`src/nsr_pkg.sv`:
```
package nsr_pkg;

  localparam int ROM_SITES = 6;
  localparam logic [31:0] LCG_MUL = 32'd1103515245;
  localparam logic [31:0] LCG_INC = 32'd12345;
  localparam logic [30:0] U1_FLOOR = 31'd2048;
  localparam logic [15:0] LN2_Q16 = 16'd45426;
  localparam logic [14:0] NOISE_GAIN_Q16 = 15'd19661;
  localparam logic [16:0] ONE_Q16 = 17'd65536;
  localparam logic [37:0] SQ_TOP_BIT = 38'h10_0000_0000;

  localparam logic signed [11:0] TEMP_MIN = -12'sd500;
  localparam logic signed [11:0] TEMP_MAX = 12'sd800;
  localparam logic signed [11:0] HUM_MAX = 12'sd1000;

  localparam logic signed [11:0] BAND_LIM0 = 12'sd100;
  localparam logic signed [11:0] BAND_LIM1 = 12'sd180;
  localparam logic signed [11:0] BAND_LIM2 = 12'sd240;
  localparam logic signed [11:0] BAND_LIM3 = 12'sd280;
  localparam logic signed [11:0] BAND_LIM4 = 12'sd350;

  typedef logic [9:0] tenths_t [ROM_SITES];
  typedef logic [6:0] spread_t [ROM_SITES];

  localparam tenths_t NOMINAL_TEMP = '{10'd250, 10'd245, 10'd265, 10'd260, 10'd252, 10'd280};
  localparam tenths_t BASE_HUM = '{10'd600, 10'd580, 10'd550, 10'd700, 10'd570, 10'd500};
  localparam spread_t SPREAD_TEMP = '{7'd10, 7'd8, 7'd15, 7'd10, 7'd5, 7'd20};
  localparam spread_t SPREAD_HUM = '{7'd30, 7'd25, 7'd50, 7'd40, 7'd20, 7'd80};

  typedef enum logic [3:0] {
    S_IDLE,
    S_DRAW1,
    S_DRAW2,
    S_NORM,
    S_SQINIT,
    S_SQRT,
    S_MULZ,
    S_MULN,
    S_MULOFF,
    S_OUT
  } nsr_state_t;

  typedef struct packed {
    logic load_site;
    logic draw1;
    logic draw2;
    logic norm_step;
    logic sq_init;
    logic sq_step;
    logic mul_z;
    logic mul_n;
    logic mul_off;
    logic load_out;
  } nsr_cmd_t;

  typedef struct packed {
    logic norm_done;
    logic sq_done;
    logic out_free;
  } nsr_status_t;

endpackage

```
`src/nsr_ctrl.sv`:
```
module nsr_ctrl (
  input  logic                clk,
  input  logic                rst_n,
  input  logic                in_valid,
  output logic                in_ready,
  input  nsr_pkg::nsr_status_t status,
  output nsr_pkg::nsr_cmd_t   cmd
);
  import nsr_pkg::*;

  nsr_state_t state_r, state_nxt;

  always_ff @(posedge clk) begin
    if (!rst_n) begin
      state_r <= S_IDLE;
    end else begin
      state_r <= state_nxt;
    end
  end

  always_comb begin
    state_nxt = state_r;
    cmd = '0;
    in_ready = (state_r == S_IDLE);
    unique case (state_r)
      S_IDLE: begin
        if (in_valid) begin
          cmd.load_site = 1'b1;
          state_nxt = S_DRAW1;
        end
      end
      S_DRAW1: begin
        cmd.draw1 = 1'b1;
        state_nxt = S_DRAW2;
      end
      S_DRAW2: begin
        cmd.draw2 = 1'b1;
        state_nxt = S_NORM;
      end
      S_NORM: begin
        if (status.norm_done) begin
          state_nxt = S_SQINIT;
        end else begin
          cmd.norm_step = 1'b1;
        end
      end
      S_SQINIT: begin
        cmd.sq_init = 1'b1;
        state_nxt = S_SQRT;
      end
      S_SQRT: begin
        if (status.sq_done) begin
          state_nxt = S_MULZ;
        end else begin
          cmd.sq_step = 1'b1;
        end
      end
      S_MULZ: begin
        cmd.mul_z = 1'b1;
        state_nxt = S_MULN;
      end
      S_MULN: begin
        cmd.mul_n = 1'b1;
        state_nxt = S_MULOFF;
      end
      S_MULOFF: begin
        cmd.mul_off = 1'b1;
        state_nxt = S_OUT;
      end
      S_OUT: begin
        if (status.out_free) begin
          cmd.load_out = 1'b1;
          state_nxt = S_IDLE;
        end
      end
      default: begin
        state_nxt = S_IDLE;
      end
    endcase
  end

  a_accept_draws: assert property (@(posedge clk) disable iff (!rst_n)
    (in_valid && in_ready) |=> (state_r == S_DRAW1))
    else $error("accepted request did not start the generator");

  a_sqrt_ends: assert property (@(posedge clk) disable iff (!rst_n)
    (state_r == S_SQRT && status.sq_done) |=> (state_r == S_MULZ))
    else $error("root iteration did not hand over to the multiplier");

  a_out_wait: assert property (@(posedge clk) disable iff (!rst_n)
    (state_r == S_OUT && !status.out_free) |=> (state_r == S_OUT))
    else $error("result dropped while output register busy");

endmodule

```
`config.mk`:
```
export PLATFORM = sky130hd
export DESIGN_NAME = nsr_ctrl
export DESIGN_NICKNAME = d
export VERILOG_FILES = /design/src/nsr_pkg.sv /design/src/nsr_ctrl.sv
export SDC_FILE = /design/constraint.sdc
export NUM_CORES = 1
export LEC_CHECK = 0
export ABC_AREA = 1
export BUFFER_PORTS_ARGS = -buffer_cell sky130_fd_sc_hd__buf_2
export CORE_AREA = 2 2 39 41
export DETAILED_ROUTE_END_ITERATION = 16
export DIE_AREA = 0 0 41 43
export GPL_ROUTABILITY_DRIVEN = 1
export GPL_TIMING_DRIVEN = 0
export RECOVER_POWER = 100
export SYNTH_ARGS = -nofsm -noshare
export SYNTH_HDL_FRONTEND = slang
export SYNTH_SLANG_ARGS = --single-unit
```
`constraint.sdc`:
```
create_clock -name clk -period 1.6 [get_ports clk]
set_clock_uncertainty 0.2 [all_clocks]
set_input_delay 0.4 -clock clk [delete_from_list [all_inputs] [get_ports clk]]
set_output_delay 0.4 -clock clk [all_outputs]
set_load 0.01 [all_outputs]
```
==> summary.md <==
| Metric | Value |
|---|---|
| Outcome | complete, but fails checks |
| Violated checks | negative setup slack |
| Routed WL | 908 um |
| Rel. slew slack | 87.7% |
| Leading area contributor after synthesis | dfxtp_1 |
| Crit path required time | 1000 ps |
| Area of the multi-input gates | 268 sq um |
| 1st-iter DRT viols | 1 |
| # setup viols final | 9 |
| Total CTS buffers | 3 |
| Die area | 0.00176 sq mm |
| Final instance area | 633 sq um |
| Final HPWL from detailed placement | 618 um |
| Placed cell count | 91 |
| Count leader, synth | nor2_1 |
| Setup TNS | -484 ps |
| Crit Path Max Fanout | 5 |
| WP buf/inv | 2 |
| Mapped Area | 318 sq um |
| DRT antenna net count | 0 |
| Total track usage | 10.6% |
| Layout fillers | 152 |
| Final worst-path setup slack | -79.8 ps |
| Clk sinks | 4 |
| Post-synth top area share | 25.2% |
| Worst R2R End | state_r[1] |
| Worst path top cell family by delay | flip-flops |
| List of most frequent post-synthesis cells | nor2_1, inv_1, nand2_1 |
| CP endpoint kind | output port |
| Final nets | 94 |
| Reg-to-reg setup timing slack | 180 ps |
| Residual DRC | 0 |
| Hold Violations, Final | 0 |
| Max Fclk | 595 MHz |
| Sequential fraction of the synthesis area | 25.2% |
| Post-synthesis net count | 65 |
| Clk_lat worst skew | 230 ps |
| First-pass GRT wire length | 1280 um |
| Initial Util | 23.0% |
| Top Registers | state_r (4) |
| Diode count | 0 |
| Worst-path cell chain | nor2_4 -> inv_4 -> nor3_2 -> buf_2 |
| Synth unique cells | 12 |
| Clk buf depth | 2 |
| FF-to-FF path depth | 10 |
| Primary FF master, synth | dfxtp_1 |
| Tightest Pin Transition | 182 ps |
| Critical Path Sink | cmd[9] |
| Unrepaired setup endpoints after global routing | true |
| Die outline height | 43 um |
| Max stage delay on crit path | 360 ps |
| Synth Warn # | 0 |
| # hold bufs at CTS | 0 |
| GP Congestion | 0.733 |
| Worst R2R Start | state_r[3] |
| Register bank with the most flops | state_r |
| CTS tree | yes |
| Clock slew at reported path FFs | 30 ps |
| FFs w/ async S/R, synth | 0% |
| Synthesis-to-finish area growth | 99.2% |
| Pre-antenna DRT Iters | 2 |
| Worst Setup SP | state_r[0] |
| Worst hold path type | input port to flop |
| Met1 GRT Util | 13.5% |
| Syn Area/Cell | 5.39 sq um |
| Max-slew violation count | 0 |
| Tot Pwr | 0.691 mW |
| Core area | 0.00138 sq mm |
| Number of I/O pins | 17 |
| Static Leak | 0.341 nW |
| Max reg flops | 4 |
| Peak supply drop | 0.798 mV |
| Share of layout cells above drive strength 1 | 60.5% |
| Initial antenna violation count | 0 |
| Pwr Density | 1090 mW/mm^2 |
| Input/output buffers | 16 |
| Post-DP Area | 418 sq um |
| Worst Path Class, Setup | flop to output port |
| Post-synth EDFFs | 0 |
| Mean routed wirelength per cell | 8.90 um |
| Max Cap Viol | 0 |
| Fin crit share | 105% |
| DR vias | 435 |
| Cell count after synthesis | 59 |
| Gr ovfl total | 0 |
| CP Depth | 4 |
| Vias per cell | 4.26 |
| # rows | 14 |
| Grt met2 use | 15.0% |
| Reg area | 95.1 sq um |
| Pin count of the biggest net entering global routing | 7 |
| Die X | 41 um |
| Critical path's slowest cell | dfxtp_4 |
| FF+latch count, synth | 4 |
| Met3 usage | 3.14% |
| Hold WS | 210 ps |
| Worst path arrival time | 1080 ps |
| Startpoint Class | flop |
| CTS H-tree lvls | 1 |
| Grt peak-use layer | met2 |
| Top cells by area, synth | dfxtp_1, nor2_1, inv_1, nand2_1, nor3_1 |
| Final Critical Period | 1680 ps |
| Number of global-route vias before repair | 334 |
| CTS root buf | clkbuf_4 |
| Fin cells | 102 |
-- where the power goes --
part	switching (mW)	leakage, nW	internal (mW)
clock	0.0360	0.0138	0.0835
combinational	0.215	0.292	0.172
sequential	0.0543	0.0356	0.129
total	0.305	0.341	0.385
-- cell type report --
class	count	share of cell area [%]
timing repair buffer	24	25.7
clock buffer	3	3.56
multi-input combinational	41	42.3
sequential	4	15.0
tap	16	3.16
inverter	14	10.3
-- stage by stage --
stage          util [%]  setup slack (ps)
6_report           45.8             -79.8
5_1_grt            45.8              -153
4_1_cts            38.8             -87.5
3_5_place_dp       30.2              8.29
3_3_place_gp       30.2              6.08
2_1_floorplan         -               117
-- cells in the final DEF, fill, tap and decap left out --
| master | instances |
|---|---|
| nand2_8 | 1 |
| inv_2 | 3 |
| buf_6 | 4 |
| nor2_4 | 5 |
| inv_4 | 2 |
| inv_1 | 8 |
| a21oi_1 | 4 |
| buf_4 | 7 |
| dfxtp_4 | 4 |
| nor3_2 | 3 |
| inv_8 | 1 |
| nor2_2 | 2 |
| nand3_2 | 1 |
| nor3_4 | 1 |
| nor2_1 | 9 |
| nand2_2 | 2 |
| clkbuf_4 | 3 |
| nand3_1 | 4 |
| nor3_1 | 1 |
| nand2_1 | 7 |
| o21ai_0 | 1 |
| buf_2 | 13 |
-- worst min path at each step --
| stage | from | end | slack (ps) | cells past startpoint |
|---|---|---|---|---|
| floorplan | rst_n | state_r[1] | 320 | 2 |
| global placement | state_r[1] | state_r[1] | 360 | 2 |
| detailed placement | state_r[1] | state_r[1] | 360 | 2 |
| CTS | rst_n | state_r[0] | 200 | 3 |
| global route | rst_n | state_r[1] | 230 | 3 |
| finish | rst_n | state_r[1] | 210 | 3 |
-- routing by layer --
layer	routed length (um)	vias up	share of wire, %
met5	0	-	0
met4	0	0	0
met3	29	0	3.2
met2	508	6	56
met1	370	192	41
li1	-	237	-
-- worst register-to-register path: cells and delay by family, from the launching register on --
kind          cells  cell delay, ps
flops             1             380
buf+inv           3             200
simple gates      7             510
-- repair_timing --
| item | CTS | global route |
|---|---|---|
| pin swaps | 5 | 5 |
| gates resized for setup | 24 | 17 |
| setup buffers | 4 | 4 |
| endpoints found under the setup margin | 11 | 11 |
-- logic make-up (layout without fill, tap and decap cells) --
group / after synthesis / after routing / synth area share, %
AO/OA/AOI/OAI: 5 / 5 / 7.87
buffers and inverters: 14 / 41 / 16.5
AND/OR/NAND/NOR: 36 / 36 / 50.4
flip-flops: 4 / 4 / 25.2
Power figures use the tool's default switching activity.
